===== src/hdl/ats_pkg.sv =====
// Shared types and constants for the audio timestamp synchroniser.
// Used by the interfaces, the controller, the datapath, the divider and the top level.
// Has no dependencies of its own.
package ats_pkg;

  localparam int unsigned TimeW      = 48;
  localparam int unsigned CountW     = 23;
  localparam int unsigned TicksW     = 16;
  localparam int unsigned CfgIdxW    = 1;
  localparam int unsigned CfgDataW   = 16;

  // Output runs more than 15 ms ahead of the input.
  localparam logic signed [TimeW-1:0] AheadLimit = TimeW'(90 * 15);
  // Smallest gap that is treated as a discontinuity (70 ms).
  localparam logic signed [TimeW-1:0] GapMin     = TimeW'(90 * 70);
  // Largest gap that is still bridged (one minute).
  localparam logic signed [TimeW-1:0] GapMax     = TimeW'(90000 * 60);

  localparam logic [TicksW-1:0] SilenceTicksReset = TicksW'(2880);

  // Configuration register indexes.
  localparam logic [CfgIdxW-1:0] CfgGapMode      = CfgIdxW'(0);
  localparam logic [CfgIdxW-1:0] CfgSilenceTicks = CfgIdxW'(1);

  typedef enum logic [2:0] {
    ACT_RETIMED   = 3'd0,
    ACT_DROP_BACK = 3'd1,
    ACT_DROP_HUGE = 3'd2,
    ACT_SILENCE   = 3'd3,
    ACT_SKIP      = 3'd4,
    ACT_EOS       = 3'd5
  } action_e;

  // Commands from the controller to the datapath.
  typedef struct packed {
    logic    load;       // capture the input transfer
    logic    resync;     // expected input time := slip-corrected start
    logic    take_gap;   // register the gap against the expected time
    logic    retime;     // place the frame on the contiguous output clock
    logic    skip;       // add the gap to the slip
    logic    div_start;  // start the silence frame count
    logic    fill;       // commit the silence frame advance
    logic    res_clear;  // result without times
    logic    out_load;   // move the result into the output register
    action_e action;
  } cmd_t;

  // Status from the datapath to the controller.
  typedef struct packed {
    logic backward;
    logic ahead;
    logic gap_ge_min;
    logic gap_gt_max;
    logic gap_mode;
    logic div_done;
    logic out_free;
  } sts_t;

endpackage


===== src/hdl/ats_if.sv =====
// Stream interfaces for the audio timestamp synchroniser: frame times in, results out.
// Depends on ats_pkg for the field widths.
interface ats_in_if;
  import ats_pkg::*;
  logic                     valid;
  logic                     ready;
  logic signed [TimeW-1:0]  frame_start;
  logic signed [TimeW-1:0]  frame_stop;
  logic                     end_of_stream;

  modport source (output valid, frame_start, frame_stop, end_of_stream, input ready);
  modport sink   (input valid, frame_start, frame_stop, end_of_stream, output ready);
endinterface

interface ats_out_if;
  import ats_pkg::*;
  logic                     valid;
  logic                     ready;
  logic [2:0]               action;
  logic signed [TimeW-1:0]  out_start;
  logic signed [TimeW-1:0]  out_stop;
  logic [CountW-1:0]        silence_count;
  logic signed [TimeW-1:0]  silence_start;
  logic [CountW-1:0]        slip_added;

  modport source (output valid, action, out_start, out_stop, silence_count, silence_start,
                  slip_added, input ready);
  modport sink   (input valid, action, out_start, out_stop, silence_count, silence_start,
                  slip_added, output ready);
endinterface


===== src/hdl/ats_div.sv =====
// Restoring divider, one quotient bit per cycle, for the silence frame count.
// Depends on ats_pkg for the count and tick widths.
module ats_div (
  input  logic                        clk_i,
  input  logic                        rst_ni,
  input  logic                        start_i,
  input  logic [ats_pkg::CountW-1:0]  num_i,
  input  logic [ats_pkg::TicksW-1:0]  den_i,
  output logic                        done_o,
  output logic [ats_pkg::CountW-1:0]  quo_o,
  output logic [ats_pkg::TicksW-1:0]  rem_o
);
  import ats_pkg::*;

  localparam int unsigned CntW = $clog2(CountW);
  localparam logic [CntW-1:0] LastStep = CntW'(CountW - 1);

  logic                busy_q, busy_d;
  logic                done_q, done_d;
  logic [CntW-1:0]     cnt_q, cnt_d;
  logic [CountW-1:0]   quo_q, quo_d;
  logic [TicksW-1:0]   rem_q, rem_d;
  logic [TicksW-1:0]   den_q, den_d;
  logic [CountW-1:0]   num_q, num_d;
  logic [TicksW:0]     rem_sh;
  logic                fits;

  assign rem_sh = {rem_q, quo_q[CountW-1]};
  assign fits   = rem_sh >= {1'b0, den_q};

  always_comb begin
    busy_d = busy_q;
    done_d = 1'b0;
    cnt_d  = cnt_q;
    quo_d  = quo_q;
    rem_d  = rem_q;
    den_d  = den_q;
    num_d  = num_q;
    if (start_i) begin
      busy_d = 1'b1;
      cnt_d  = '0;
      quo_d  = num_i;
      rem_d  = '0;
      den_d  = den_i;
      num_d  = num_i;
    end else if (busy_q) begin
      quo_d = {quo_q[CountW-2:0], fits};
      if (fits) begin
        rem_d = TicksW'(rem_sh - {1'b0, den_q});
      end else begin
        rem_d = rem_sh[TicksW-1:0];
      end
      cnt_d = cnt_q + CntW'(1);
      if (cnt_q == LastStep) begin
        busy_d = 1'b0;
        done_d = 1'b1;
      end
    end
  end

  always_ff @(posedge clk_i or negedge rst_ni) begin
    if (!rst_ni) begin
      busy_q <= 1'b0;
      done_q <= 1'b0;
      cnt_q  <= '0;
    end else begin
      busy_q <= busy_d;
      done_q <= done_d;
      cnt_q  <= cnt_d;
    end
  end

  always_ff @(posedge clk_i) begin
    quo_q <= quo_d;
    rem_q <= rem_d;
    den_q <= den_d;
    num_q <= num_d;
  end

  assign done_o = done_q;
  assign quo_o  = quo_q;
  assign rem_o  = rem_q;

  a_rem_below_den: assert property (@(posedge clk_i) disable iff (!rst_ni)
    done_q |-> rem_q < den_q)
    else $error("divider remainder not below divisor");

  a_div_identity: assert property (@(posedge clk_i) disable iff (!rst_ni)
    done_q |-> (40'(quo_q) * 40'(den_q) + 40'(rem_q)) == 40'(num_q))
    else $error("divider result does not reproduce the numerator");

  a_start_busy: assert property (@(posedge clk_i) disable iff (!rst_ni)
    start_i |=> busy_q && !done_q)
    else $error("divider did not start");

endmodule


===== src/hdl/ats_datapath.sv =====
// Datapath of the audio timestamp synchroniser: time state, configuration, result staging,
// the silence count divider and the output register. Depends on ats_pkg, ats_if and ats_div.
module ats_datapath (
  input  logic                          clk_i,
  input  logic                          rst_ni,
  input  logic signed [ats_pkg::TimeW-1:0] in_start_i,
  input  logic signed [ats_pkg::TimeW-1:0] in_stop_i,
  input  logic                          cfg_we_i,
  input  logic [ats_pkg::CfgIdxW-1:0]   cfg_index_i,
  input  logic [ats_pkg::CfgDataW-1:0]  cfg_data_i,
  input  ats_pkg::cmd_t                 cmd_i,
  output ats_pkg::sts_t                 sts_o,
  ats_out_if.source                     out_o
);
  import ats_pkg::*;

  // Configuration.
  logic              gap_mode_q;
  logic [TicksW-1:0] ticks_q;

  // Time state.
  logic [TimeW-1:0]  exp_q;
  logic [TimeW-1:0]  next_q;
  logic [TimeW-1:0]  slip_q;

  // Item working registers.
  logic [TimeW-1:0]  in_start_q, in_stop_q;
  logic [TimeW-1:0]  start_q, dur_q, gap_q;

  // Result staging.
  logic [TimeW-1:0]  res_start_q, res_stop_q, res_sstart_q;
  logic [CountW-1:0] res_count_q, res_slip_q;

  // Output register.
  logic              out_valid_q;
  logic [2:0]        out_action_q;
  logic [TimeW-1:0]  out_start_q, out_stop_q, out_sstart_q;
  logic [CountW-1:0] out_count_q, out_slip_q;

  logic [TicksW-1:0] ticks_eff;
  logic [CountW-1:0] div_num;
  logic [CountW-1:0] div_quo;
  logic [TicksW-1:0] div_rem;
  logic              div_done;
  logic [CountW-1:0] adv;
  logic [TimeW-1:0]  back_diff, ahead_diff, next_plus_dur;

  assign ticks_eff     = (ticks_q == '0) ? TicksW'(1) : ticks_q;
  assign div_num       = gap_q[CountW-1:0] + CountW'(ticks_eff[TicksW-1:1]);
  // quotient * divisor is the numerator less the remainder
  assign adv           = div_num - CountW'(div_rem);
  assign back_diff     = start_q - exp_q;
  assign ahead_diff    = next_q - start_q;
  assign next_plus_dur = next_q + dur_q;

  ats_div u_div (
    .clk_i   (clk_i),
    .rst_ni  (rst_ni),
    .start_i (cmd_i.div_start),
    .num_i   (div_num),
    .den_i   (ticks_eff),
    .done_o  (div_done),
    .quo_o   (div_quo),
    .rem_o   (div_rem)
  );

  always_comb begin
    sts_o.backward   = back_diff[TimeW-1];
    sts_o.ahead      = $signed(ahead_diff) > AheadLimit;
    sts_o.gap_ge_min = $signed(gap_q) >= GapMin;
    sts_o.gap_gt_max = $signed(gap_q) > GapMax;
    sts_o.gap_mode   = gap_mode_q;
    sts_o.div_done   = div_done;
    sts_o.out_free   = !out_valid_q || out_o.ready;
  end

  always_ff @(posedge clk_i or negedge rst_ni) begin
    if (!rst_ni) begin
      gap_mode_q  <= 1'b0;
      ticks_q     <= SilenceTicksReset;
      exp_q       <= '0;
      next_q      <= '0;
      slip_q      <= '0;
      out_valid_q <= 1'b0;
    end else begin
      if (cfg_we_i) begin
        unique case (cfg_index_i)
          CfgGapMode:      gap_mode_q <= cfg_data_i[0];
          CfgSilenceTicks: ticks_q    <= cfg_data_i[TicksW-1:0];
          default: ;
        endcase
      end
      if (cmd_i.resync) begin
        exp_q <= start_q;
      end
      if (cmd_i.retime) begin
        exp_q  <= exp_q + dur_q;
        next_q <= next_plus_dur;
      end
      if (cmd_i.skip) begin
        slip_q <= slip_q + gap_q;
      end
      if (cmd_i.fill) begin
        exp_q  <= exp_q + TimeW'(adv);
        next_q <= next_q + TimeW'(adv);
      end
      if (cmd_i.out_load) begin
        out_valid_q <= 1'b1;
      end else if (out_o.ready) begin
        out_valid_q <= 1'b0;
      end
    end
  end

  always_ff @(posedge clk_i) begin
    if (cmd_i.load) begin
      in_start_q <= in_start_i;
      in_stop_q  <= in_stop_i;
      start_q    <= in_start_i - slip_q;
      dur_q      <= in_stop_i - in_start_i;
    end
    if (cmd_i.take_gap) begin
      gap_q <= back_diff;
    end
    // The controller never sets two staging commands together, so at most one is set.
    if (cmd_i.retime) begin
      res_start_q  <= next_q;
      res_stop_q   <= next_plus_dur;
      res_sstart_q <= '0;
      res_count_q  <= '0;
      res_slip_q   <= '0;
    end else if (cmd_i.skip) begin
      res_start_q  <= in_start_q;
      res_stop_q   <= in_stop_q;
      res_sstart_q <= '0;
      res_count_q  <= '0;
      res_slip_q   <= gap_q[CountW-1:0];
    end else if (cmd_i.fill) begin
      res_start_q  <= in_start_q;
      res_stop_q   <= in_stop_q;
      res_sstart_q <= next_q;
      res_count_q  <= div_quo;
      res_slip_q   <= '0;
    end else if (cmd_i.res_clear) begin
      res_start_q  <= '0;
      res_stop_q   <= '0;
      res_sstart_q <= '0;
      res_count_q  <= '0;
      res_slip_q   <= '0;
    end
    if (cmd_i.out_load) begin
      out_action_q <= cmd_i.action;
      out_start_q  <= res_start_q;
      out_stop_q   <= res_stop_q;
      out_sstart_q <= res_sstart_q;
      out_count_q  <= res_count_q;
      out_slip_q   <= res_slip_q;
    end
  end

  assign out_o.valid         = out_valid_q;
  assign out_o.action        = out_action_q;
  assign out_o.out_start     = out_start_q;
  assign out_o.out_stop      = out_stop_q;
  assign out_o.silence_count = out_count_q;
  assign out_o.silence_start = out_sstart_q;
  assign out_o.slip_added    = out_slip_q;

endmodule


===== src/hdl/ats_ctrl.sv =====
// Controller of the audio timestamp synchroniser: sequences one frame through the datapath.
// Depends on ats_pkg for the command and status structs and the action codes.
module ats_ctrl (
  input  logic           clk_i,
  input  logic           rst_ni,
  input  logic           in_valid_i,
  input  logic           in_eos_i,
  output logic           in_ready_o,
  input  ats_pkg::sts_t  sts_i,
  output ats_pkg::cmd_t  cmd_o
);
  import ats_pkg::*;

  typedef enum logic [2:0] {
    S_IDLE,
    S_COMPARE,
    S_GAP,
    S_CLASSIFY,
    S_DIVIDE,
    S_OUTPUT
  } state_e;

  state_e  state_q;
  action_e action_q;
  logic    drop_q;
  logic    drop_now;

  assign drop_now = sts_i.backward && (drop_q || sts_i.ahead);

  always_comb begin
    cmd_o        = '0;
    cmd_o.action = action_q;
    in_ready_o   = 1'b0;
    unique case (state_q)
      S_IDLE: begin
        in_ready_o      = 1'b1;
        cmd_o.load      = in_valid_i;
        cmd_o.res_clear = in_valid_i && in_eos_i;
      end
      S_COMPARE: begin
        cmd_o.res_clear = drop_now;
        cmd_o.resync    = !drop_now && (sts_i.backward || drop_q);
      end
      S_GAP: begin
        cmd_o.take_gap = 1'b1;
      end
      S_CLASSIFY: begin
        priority if (!sts_i.gap_ge_min) begin
          cmd_o.retime = 1'b1;
        end else if (sts_i.gap_gt_max) begin
          cmd_o.res_clear = 1'b1;
        end else if (sts_i.gap_mode) begin
          cmd_o.skip = 1'b1;
        end else begin
          cmd_o.div_start = 1'b1;
        end
      end
      S_DIVIDE: begin
        cmd_o.fill = sts_i.div_done;
      end
      S_OUTPUT: begin
        cmd_o.out_load = sts_i.out_free;
      end
      default: ;
    endcase
  end

  always_ff @(posedge clk_i or negedge rst_ni) begin
    if (!rst_ni) begin
      state_q  <= S_IDLE;
      action_q <= ACT_RETIMED;
      drop_q   <= 1'b0;
    end else begin
      unique case (state_q)
        S_IDLE: begin
          if (in_valid_i) begin
            if (in_eos_i) begin
              action_q <= ACT_EOS;
              state_q  <= S_OUTPUT;
            end else begin
              state_q <= S_COMPARE;
            end
          end
        end
        S_COMPARE: begin
          if (drop_now) begin
            drop_q   <= 1'b1;
            action_q <= ACT_DROP_BACK;
            state_q  <= S_OUTPUT;
          end else begin
            drop_q  <= 1'b0;
            state_q <= S_GAP;
          end
        end
        S_GAP: begin
          state_q <= S_CLASSIFY;
        end
        S_CLASSIFY: begin
          priority if (!sts_i.gap_ge_min) begin
            action_q <= ACT_RETIMED;
            state_q  <= S_OUTPUT;
          end else if (sts_i.gap_gt_max) begin
            action_q <= ACT_DROP_HUGE;
            state_q  <= S_OUTPUT;
          end else if (sts_i.gap_mode) begin
            action_q <= ACT_SKIP;
            state_q  <= S_OUTPUT;
          end else begin
            action_q <= ACT_SILENCE;
            state_q  <= S_DIVIDE;
          end
        end
        S_DIVIDE: begin
          if (sts_i.div_done) begin
            state_q <= S_OUTPUT;
          end
        end
        S_OUTPUT: begin
          if (sts_i.out_free) begin
            state_q <= S_IDLE;
          end
        end
        default: state_q <= S_IDLE;
      endcase
    end
  end

  a_accept_leaves_idle: assert property (@(posedge clk_i) disable iff (!rst_ni)
    (in_valid_i && in_ready_o) |=> state_q != S_IDLE)
    else $error("input transfer did not start a frame");

  a_drop_run_on_drop: assert property (@(posedge clk_i) disable iff (!rst_ni)
    (state_q == S_COMPARE && drop_now) |=> drop_q && action_q == ACT_DROP_BACK)
    else $error("backward frame dropped without a drop run");

endmodule


===== src/hdl/audio_timestamp_sync_top.sv =====
// Top level of the audio timestamp synchroniser: controller, datapath and stream ports.
// Depends on ats_pkg, ats_if, ats_div, ats_datapath and ats_ctrl.

// Each input transfer carries one audio frame's 90 kHz start and stop time, or an
// end-of-stream mark, and produces exactly one result transfer. The accumulated
// pass-through slip is first taken off the start time. A frame that runs backwards is
// dropped while a drop run is in progress or when the output clock is more than 15 ms
// ahead; otherwise the expected time is resynchronised to it. A gap beyond one minute
// drops the frame; a gap of 70 ms or more is either added to the slip (gap_mode 1) or
// bridged by a rounded count of silence frames, and the frame then passes unchanged.
// Every other frame is retimed onto the contiguous output clock. One frame is worked on
// at a time by the controller: an end-of-stream mark goes from idle straight to output, a
// backward frame that is dropped goes through compare to output, a retimed, skipped or
// huge-gap frame through compare, gap and classify, and a silence fill also waits in divide
// for the divider, which yields one quotient bit per cycle over the 23-bit count. The result
// sits in an output register, so the next frame is taken while the previous result still
// waits; a result is loaded only once that register is free. Configuration writes take
// effect at once and are meant for idle periods only.
module audio_timestamp_sync_top (
  input  logic                           clk_i,
  input  logic                           rst_ni,
  ats_in_if.sink                         in_i,
  ats_out_if.source                      out_o,
  input  logic                           cfg_we_i,
  input  logic [ats_pkg::CfgIdxW-1:0]    cfg_index_i,
  input  logic [ats_pkg::CfgDataW-1:0]   cfg_data_i
);
  import ats_pkg::*;

  cmd_t cmd;
  sts_t sts;
  logic in_ready;

  // The controller only needs the handshake and the end-of-stream flag; the frame times
  // go straight to the datapath.
  ats_ctrl u_ctrl (
    .clk_i      (clk_i),
    .rst_ni     (rst_ni),
    .in_valid_i (in_i.valid),
    .in_eos_i   (in_i.end_of_stream),
    .in_ready_o (in_ready),
    .sts_i      (sts),
    .cmd_o      (cmd)
  );

  assign in_i.ready = in_ready;

  ats_datapath u_datapath (
    .clk_i       (clk_i),
    .rst_ni      (rst_ni),
    .in_start_i  (in_i.frame_start),
    .in_stop_i   (in_i.frame_stop),
    .cfg_we_i    (cfg_we_i),
    .cfg_index_i (cfg_index_i),
    .cfg_data_i  (cfg_data_i),
    .cmd_i       (cmd),
    .sts_o       (sts),
    .out_o       (out_o)
  );

endmodule


===== src/flat_wrapper.sv =====
// flat-port wrapper written by rule: the top's interface ports become plain ports
module audio_timestamp_sync_top_flat import ats_pkg::*;
  (clk_i, rst_ni, cfg_we_i, cfg_index_i, cfg_data_i, in_i_valid, in_i_frame_start, in_i_frame_stop, in_i_end_of_stream, in_i_ready, out_o_valid, out_o_action, out_o_out_start, out_o_out_stop, out_o_silence_count, out_o_silence_start, out_o_slip_added, out_o_ready);
  ats_in_if in_i_i ();
  ats_out_if out_o_i ();
  input  logic clk_i;
  input  logic rst_ni;
  input  logic cfg_we_i;
  input  logic [ats_pkg::CfgIdxW-1:0] cfg_index_i;
  input  logic [ats_pkg::CfgDataW-1:0] cfg_data_i;
  input wire logic [$bits(in_i_i.valid)-1:0] in_i_valid;
  input wire logic [$bits(in_i_i.frame_start)-1:0] in_i_frame_start;
  input wire logic [$bits(in_i_i.frame_stop)-1:0] in_i_frame_stop;
  input wire logic [$bits(in_i_i.end_of_stream)-1:0] in_i_end_of_stream;
  output wire logic [$bits(in_i_i.ready)-1:0] in_i_ready;
  output wire logic [$bits(out_o_i.valid)-1:0] out_o_valid;
  output wire logic [$bits(out_o_i.action)-1:0] out_o_action;
  output wire logic [$bits(out_o_i.out_start)-1:0] out_o_out_start;
  output wire logic [$bits(out_o_i.out_stop)-1:0] out_o_out_stop;
  output wire logic [$bits(out_o_i.silence_count)-1:0] out_o_silence_count;
  output wire logic [$bits(out_o_i.silence_start)-1:0] out_o_silence_start;
  output wire logic [$bits(out_o_i.slip_added)-1:0] out_o_slip_added;
  input wire logic [$bits(out_o_i.ready)-1:0] out_o_ready;
  assign in_i_i.valid = in_i_valid;
  assign in_i_i.frame_start = in_i_frame_start;
  assign in_i_i.frame_stop = in_i_frame_stop;
  assign in_i_i.end_of_stream = in_i_end_of_stream;
  assign in_i_ready = in_i_i.ready;
  assign out_o_valid = out_o_i.valid;
  assign out_o_action = out_o_i.action;
  assign out_o_out_start = out_o_i.out_start;
  assign out_o_out_stop = out_o_i.out_stop;
  assign out_o_silence_count = out_o_i.silence_count;
  assign out_o_silence_start = out_o_i.silence_start;
  assign out_o_slip_added = out_o_i.slip_added;
  assign out_o_i.ready = out_o_ready;
  audio_timestamp_sync_top u_core (.clk_i(clk_i), .rst_ni(rst_ni), .in_i(in_i_i), .out_o(out_o_i), .cfg_we_i(cfg_we_i), .cfg_index_i(cfg_index_i), .cfg_data_i(cfg_data_i));
endmodule

===== config.mk =====
export PLATFORM = sky130hd
export DESIGN_NAME = audio_timestamp_sync_top_flat
export DESIGN_NICKNAME = d
export VERILOG_FILES = /design/src/hdl/ats_pkg.sv /design/src/hdl/ats_if.sv /design/src/hdl/ats_div.sv /design/src/hdl/ats_datapath.sv /design/src/hdl/ats_ctrl.sv /design/src/hdl/audio_timestamp_sync_top.sv /design/src/flat_wrapper.sv
export SDC_FILE = /design/constraint.sdc
export NUM_CORES = 2
export LEC_CHECK = 0
export BUFFER_PORTS_ARGS = -buffer_cell sky130_fd_sc_hd__buf_4
export CORE_MARGIN = 2
export CORE_UTILIZATION = 54
export CTS_BUF_LIST = sky130_fd_sc_hd__clkbuf_8
export CTS_CLUSTER_SIZE = 16
export DETAILED_ROUTE_END_ITERATION = 12
export PLACE_DENSITY = 0.83
export SYNTH_ARGS = -nofsm -noshare
export SYNTH_HDL_FRONTEND = slang
export SYNTH_SLANG_ARGS = --single-unit

===== constraint.sdc =====
create_clock -name clk_i -period 38.6 [get_ports clk_i]
set_input_delay 7.72 -clock clk_i [delete_from_list [all_inputs] [get_ports clk_i]]
set_output_delay 7.72 -clock clk_i [all_outputs]
set_load 0.02 [all_outputs]

# After elaboration in Yosys (flattened, before gate mapping)
# Index checks and enable logic that the tools add are counted.
dict set report classes {
  bitwise 1
  n_lt_le_gt_ge 4
  addsub 13
  mux 63
  n_reduce_logical 23
  n_eq_ne 11
}
# operator n
set op_table {}
lappend op_table {{48-bit two-way mux} 13}
lappend op_table {{48-bit subtractor} 4}
lappend op_table {{48-bit adder} 3}
lappend op_table {{23-bit two-way mux} 6}
lappend op_table {{48-bit by 23-bit adder with 48-bit output} 2}
lappend op_table {{48-bit by 14-bit greater-or-equal comparator with 1-bit output, second input constant} 1}
lappend op_table {{48-bit by 12-bit greater-than comparator with 1-bit output, second input constant} 1}
lappend op_table {{48-bit by 24-bit greater-than comparator with 1-bit output, second input constant} 1}
lappend op_table {{3-bit two-way mux} 12}
lappend op_table {{16-bit two-way mux} 2}
lappend op_table {{23-bit by 15-bit adder with 23-bit output} 1}
lappend op_table {{1-bit two-way mux} 23}
lappend op_table {{23-bit by 16-bit subtractor with 23-bit output} 1}
lappend op_table {{3-bit one-hot mux with 6 select lines} 1}
lappend op_table {{17-bit by 16-bit greater-or-equal comparator with 1-bit output} 1}
lappend op_table {{16-bit logical NOT} 1}
lappend op_table {{16-bit subtractor} 1}
lappend op_table {{5-bit two-way mux} 2}
lappend op_table {{2-bit inequality test, second input constant} 5}
lappend op_table {{3-bit one-hot mux with 3 select lines} 1}
lappend op_table {{3-bit nonzero test} 3}
lappend op_table {{2-bit nonzero test} 4}
lappend op_table {{3-bit by 2-bit == test with 1-bit output, second input constant} 2}
lappend op_table {{3-bit == test, second input constant} 2}
lappend op_table {{15 further kinds} 22}
dict set report totals {
  elab_cells 147
  ff_bits 854
  out_inout_bits 195
  input_bits 119
}

# Longest topological paths before layout
dict set report depth {
  ltp_word 10
  depth_mapped 34
  ltp_nobuf 32
}

# By module
# A second synthesis with hierarchy kept.
dict set report hier_totals {
  cells_unflattened 5485
  area_unflattened_um2 54432.2
}
# module instances seq_area_each_um2 cells_each area_each_um2
set by_module_without_submodules {}
lappend by_module_without_submodules {ats_datapath 1 21825.9 5100 50397.1}
lappend by_module_without_submodules {ats_div 1 1666.6 326 3538.4}
lappend by_module_without_submodules {ats_ctrl 1 175.2 59 496.7}

# Worst setup path before layout
# No wires, ideal clock.
dict set report synth_path {
  path_type {input port to flip-flop}
  startpoint {input out_o_ready}
  endpoint {register u_core.u_datapath.out_action_q[0], in the netlist u_core.u_datapath.out_o.action[0], enable pin}
  cell_stages 2
  required_time_ps 37616
  setup_slack_ps 16781
  path_buffers 0
  setup_time_ps 984
  arrival_ps 20835
  path_cell_list {nor2b_1 > nor3_1}
}
# item line_no
set synth_lines {}
lappend synth_lines {{from (decl)} flat_wrapper.sv:23} ;# input wire logic [$bits(out_o_i.ready)-1:0] out_o_ready;
lappend synth_lines {{to (signal assigned)} ats_datapath.sv:152} ;# out_action_q <= cmd_i.action;
lappend synth_lines {{to (decl)} ats_datapath.sv:36} ;# logic [2:0] out_action_q;

# Worst setup path in the final report
dict set report layout_path {
  startpoint {input in_i_frame_stop[0]}
  endpoint {register u_core.u_datapath.dur_q[46] (data pin)}
}
dict set report layout_via {
  elab_chain_cells 1
}
# item line_no
set layout_lines {}
lappend layout_lines {{from (decl)} flat_wrapper.sv:13} ;# input wire logic [$bits(in_i_i.frame_stop)-1:0] in_i_frame_stop;
lappend layout_lines {{48-bit subtractor} ats_datapath.sv:120} ;# dur_q <= in_stop_i - in_start_i;
lappend layout_lines {{to (signal assigned)} ats_datapath.sv:120}
lappend layout_lines {{to (decl)} ats_datapath.sv:28} ;# logic [TimeW-1:0] start_q, dur_q, gap_q;
# No other way between the ends.
# A chain may end at the register's enable or synchronous reset.

==> out/qor.csv <==
stage;metric;value;unit
finish;commonest non-fill, non-tap cell in the layout;edfxtp_1;
sta;worst slew slack as a fraction of its limit;0.251;
routing;overall routed net length;162;mm
critical_path;startpoint types;input port;
finish;fraction of final layout cells with drive strength greater than 1;0.116;
clock_tree;clock tree from TritonCTS;yes;
die;I/O pin count;314;
global_routing;vias in the first global route;41300;
sta;Highest Clock Rate;0.0863;GHz
synthesis;share of Yosys cell area claimed by the top area cell type;0.324;
global_routing;first-pass GRT wire length;241;mm
routing;initial detailed-routing violation count;4746;
finish;Finished Cell Area;59000;um2
clock_tree;Clock transition at path regs;70;ps
sta;Final Slew Violations;0;
synthesis;Synth Register Bits;854;
sta;post-route clock skew;44.7;ps
pwr;Peak supply drop;0.0245;mV
finish;commonest cells after routing, fill and taps aside;568 x edfxtp_1, 434 x nand2_1, 426 x ha_1;
critical_path;Data arrival, critical path;12200;ps
place;Placer Congestion;1.02;
global_routing;number of antenna violations at the first check in global routing;12;
sta;Fin. Hold Viols;0;
synthesis;most instantiated flip-flop cell in the synthesis netlist;edfxtp_1;
pwr;areal power density over the cells;34.3;nW/um2
finish;nets@finish;6113;
die;placement row count;114;
die;CORE AREA;96700;um2
die;die width;316;um
critical_path;crit end category;register;
routing;via total after detailed routing;44100;
routing;first-pass iteration count of the detailed router;6;
clock_tree;post-CTS sizing;0;
global_routing;largest net degree at the start of global routing;138;
min_path;Hold/Removal Path Class;register to register;
sta;Worst Tran Pin Value;1120;ps
synthesis;mean area per synthesized cell;10.0;um2
critical_path;category of the critical setup timing path;input port to register;
die;overall die area;100000;um2
pwr;leakage power summed over all cells;24.5;nW
die;vertical die dimension;316;um
synthesis;number of warning messages in the yosys log;0;
clock_tree;total setup buffers inserted after CTS;0;
synthesis;top area cells in the synthesized netlist;edfxtp_1 32%, ha_1 10%, dfrtp_1 8.2%, dfxtp_1 4.2%, xnor2_1 4.0%;
global_routing;GRT Residual Overflow;0;
sta;clock period minus worst slack;11590;ps
place;post-place instance area;56200;um2
routing;drt wl/cell;23.2;um
clock_tree;hold-fix buffers at CTS;0;
sta;unrepaired setup endpoints after global routing;false;
sta;final-report setup violation count;0;
finish;post-layout utilization of the core;0.610;
sta;Total Neg Setup Slack;0;ps
synthesis;Cell variety after synth;98;
clock_tree;Worst-Skew Late Latency;860;ps
clock_tree;Root Buffer;clkbuf_8;
synthesis;top cell type by total area after synthesis;edfxtp_1;
global_routing;Overall Global Routing Usage;0.315;
clock_tree;total clock buffers created by CTS;142;
place;Port Buf Inserts;313;
clock_tree;Max Buffers Root-to-Sink;3;
job;Max-Cap Viols;0;
clock_tree;Max H-tree Level;4;
clock_tree;sinks on the clock net;854;
finish;number of fillers in the final layout;7723;
synthesis;cell area after technology mapping;52700;um2
status;result of the run;finished, final reports clean;
critical_path;required time worst endpoint;39220;ps
routing;via count normalized by instance count;6.34;
synthesis;EDFF count, synth;568;
die;effective utilization at floorplan;0.545;
synthesis;synthesized instance count;5246;
routing;Remaining DRCs;0;
synthesis;synthesized netlist net count;5803;
critical_path;worst-path fanout max;3;
synthesis;proportion of synthesized chip area in sequential cells;0.449;
synthesis;share of synthesized registers carrying an async set or reset;0.206;
sta;post-route fraction of the period consumed by the critical path;0.300;
finish;Layout Area Growth over Synthesis;12.1;%
place;dpl hpwl;123;mm
routing;final antenna-violating net count;0;
-- power by group --
group	internal, W	total, W	switching [W]
Clock	0.000412	0.000797	0.000385
Combinational	0.0000945	0.000245	0.000151
Sequential	0.000977	0.000983	0.00000595
-- layer usage --
layer | vias to the layer above | share of wire | track usage
met5 | - | 0.00067 | 0
met4 | 18 | 0.028 | 0.108
met3 | 286 | 0.12 | 0.0828
met2 | 2422 | 0.43 | 0.467
met1 | 21200 | 0.41 | 0.448
li1 | 20100 | - | -
-- layout make-up --
| cell class | instances | area (um2) | area share |
|---|---|---|---|
| well taps | 1276 | 1600 | 0.0270 |
| inverters | 353 | 1330 | 0.0225 |
| diodes | 6 | 15.0 | 0.000254 |
| multi-input cells | 3857 | 27000 | 0.457 |
| repair buffers | 348 | 2630 | 0.0446 |
| flip-flops and latches | 854 | 23700 | 0.401 |
| clock buffers | 161 | 2220 | 0.0375 |
| clock inverters | 99 | 576 | 0.00975 |
-- cell usage after synthesis, drive strengths merged, types with 68 or more instances --
master,count
a21o,244
a21oi,394
a22o,150
clkbuf,152
dfrtp,172
dfxtp,110
edfxtp,568
ha,426
inv,353
nand2,435
nand3,110
nand4,68
nor2,305
nor3,79
o21ai,329
o21bai,72
xnor2,239
xor2,120
-- registers in the layout (all words and copies together), names as in the netlist, 48 cells and up --
name                                   count
u_core.u_datapath.res_start_q             48
u_core.u_datapath.res_stop_q              48
u_core.u_datapath.out_o.out_start         48
u_core.u_datapath.gap_q                   48
u_core.u_datapath.res_sstart_q            48
u_core.u_datapath.out_o.silence_start     48
u_core.u_datapath.in_start_q              48
u_core.u_datapath.dur_q                   48
u_core.u_datapath.exp_q                   48
u_core.u_datapath.in_stop_q               48
u_core.u_datapath.start_q                 48
u_core.u_datapath.out_o.out_stop          48
u_core.u_datapath.next_q                  48
u_core.u_datapath.slip_q                  48
-- kinds of logic after synthesis --
logic type	after synthesis	share of synthesized area
and+or+nand+nor	1322	0.120
DFF	854	0.449
adders and majority gates	438	0.106
AOI/OAI and AO/OA	1684	0.215
muxes	54	0.0112
buffers and inverters	535	0.0396
xor gates and xnor gates	359	0.0597
-- path summary, 6_finish.rpt --
check                                                  start                                    end  slack [ps]  cells past startpoint
hold / removal             u_core.u_datapath.res_start_q[42]  u_core.u_datapath.out_o.out_start[42]         420                      0
hold reg to reg            u_core.u_datapath.res_start_q[42]  u_core.u_datapath.out_o.out_start[42]         420                      0
setup reg to reg                  u_core.u_datapath.gap_q[0]           u_core.u_datapath.next_q[44]       30370                     26
setup / recovery                          in_i_frame_stop[0]            u_core.u_datapath.dur_q[46]       27010                     17
min in group asynchronous                             rst_ni           u_core.u_datapath.ticks_q[3]        6940                      1
max in group asynchronous                             rst_ni           u_core.u_datapath.slip_q[14]       30350                      2
-- stage by stage --
step,hold WS (ps),worst slack (ps),power (W),cells
after floorplan,400,16780,0.00116,5246
after global placement,402,26430,0.00123,6688
after detailed placement,405,26250,0.00124,6688
after CTS,418,27150,0.00202,6948
after global routing,424,26670,0.00209,6951
final,417,27010,0.00203,6954
-- worst max-delay path: stages --
cell and delay [ps]:
buf_4 90, inv_1 40, ha_1 230, fa_1 430
nor2b_1 150, o21ai_0 140, a21boi_0 430, o41ai_1 210
a21boi_0 380, o211ai_1 260, a211oi_1 490, o211ai_1 250
a41oi_1 500, a41oi_1 270, o21ai_0 320, a21boi_0 160
xnor2_1 140
Power figures use the tool's default switching activity.
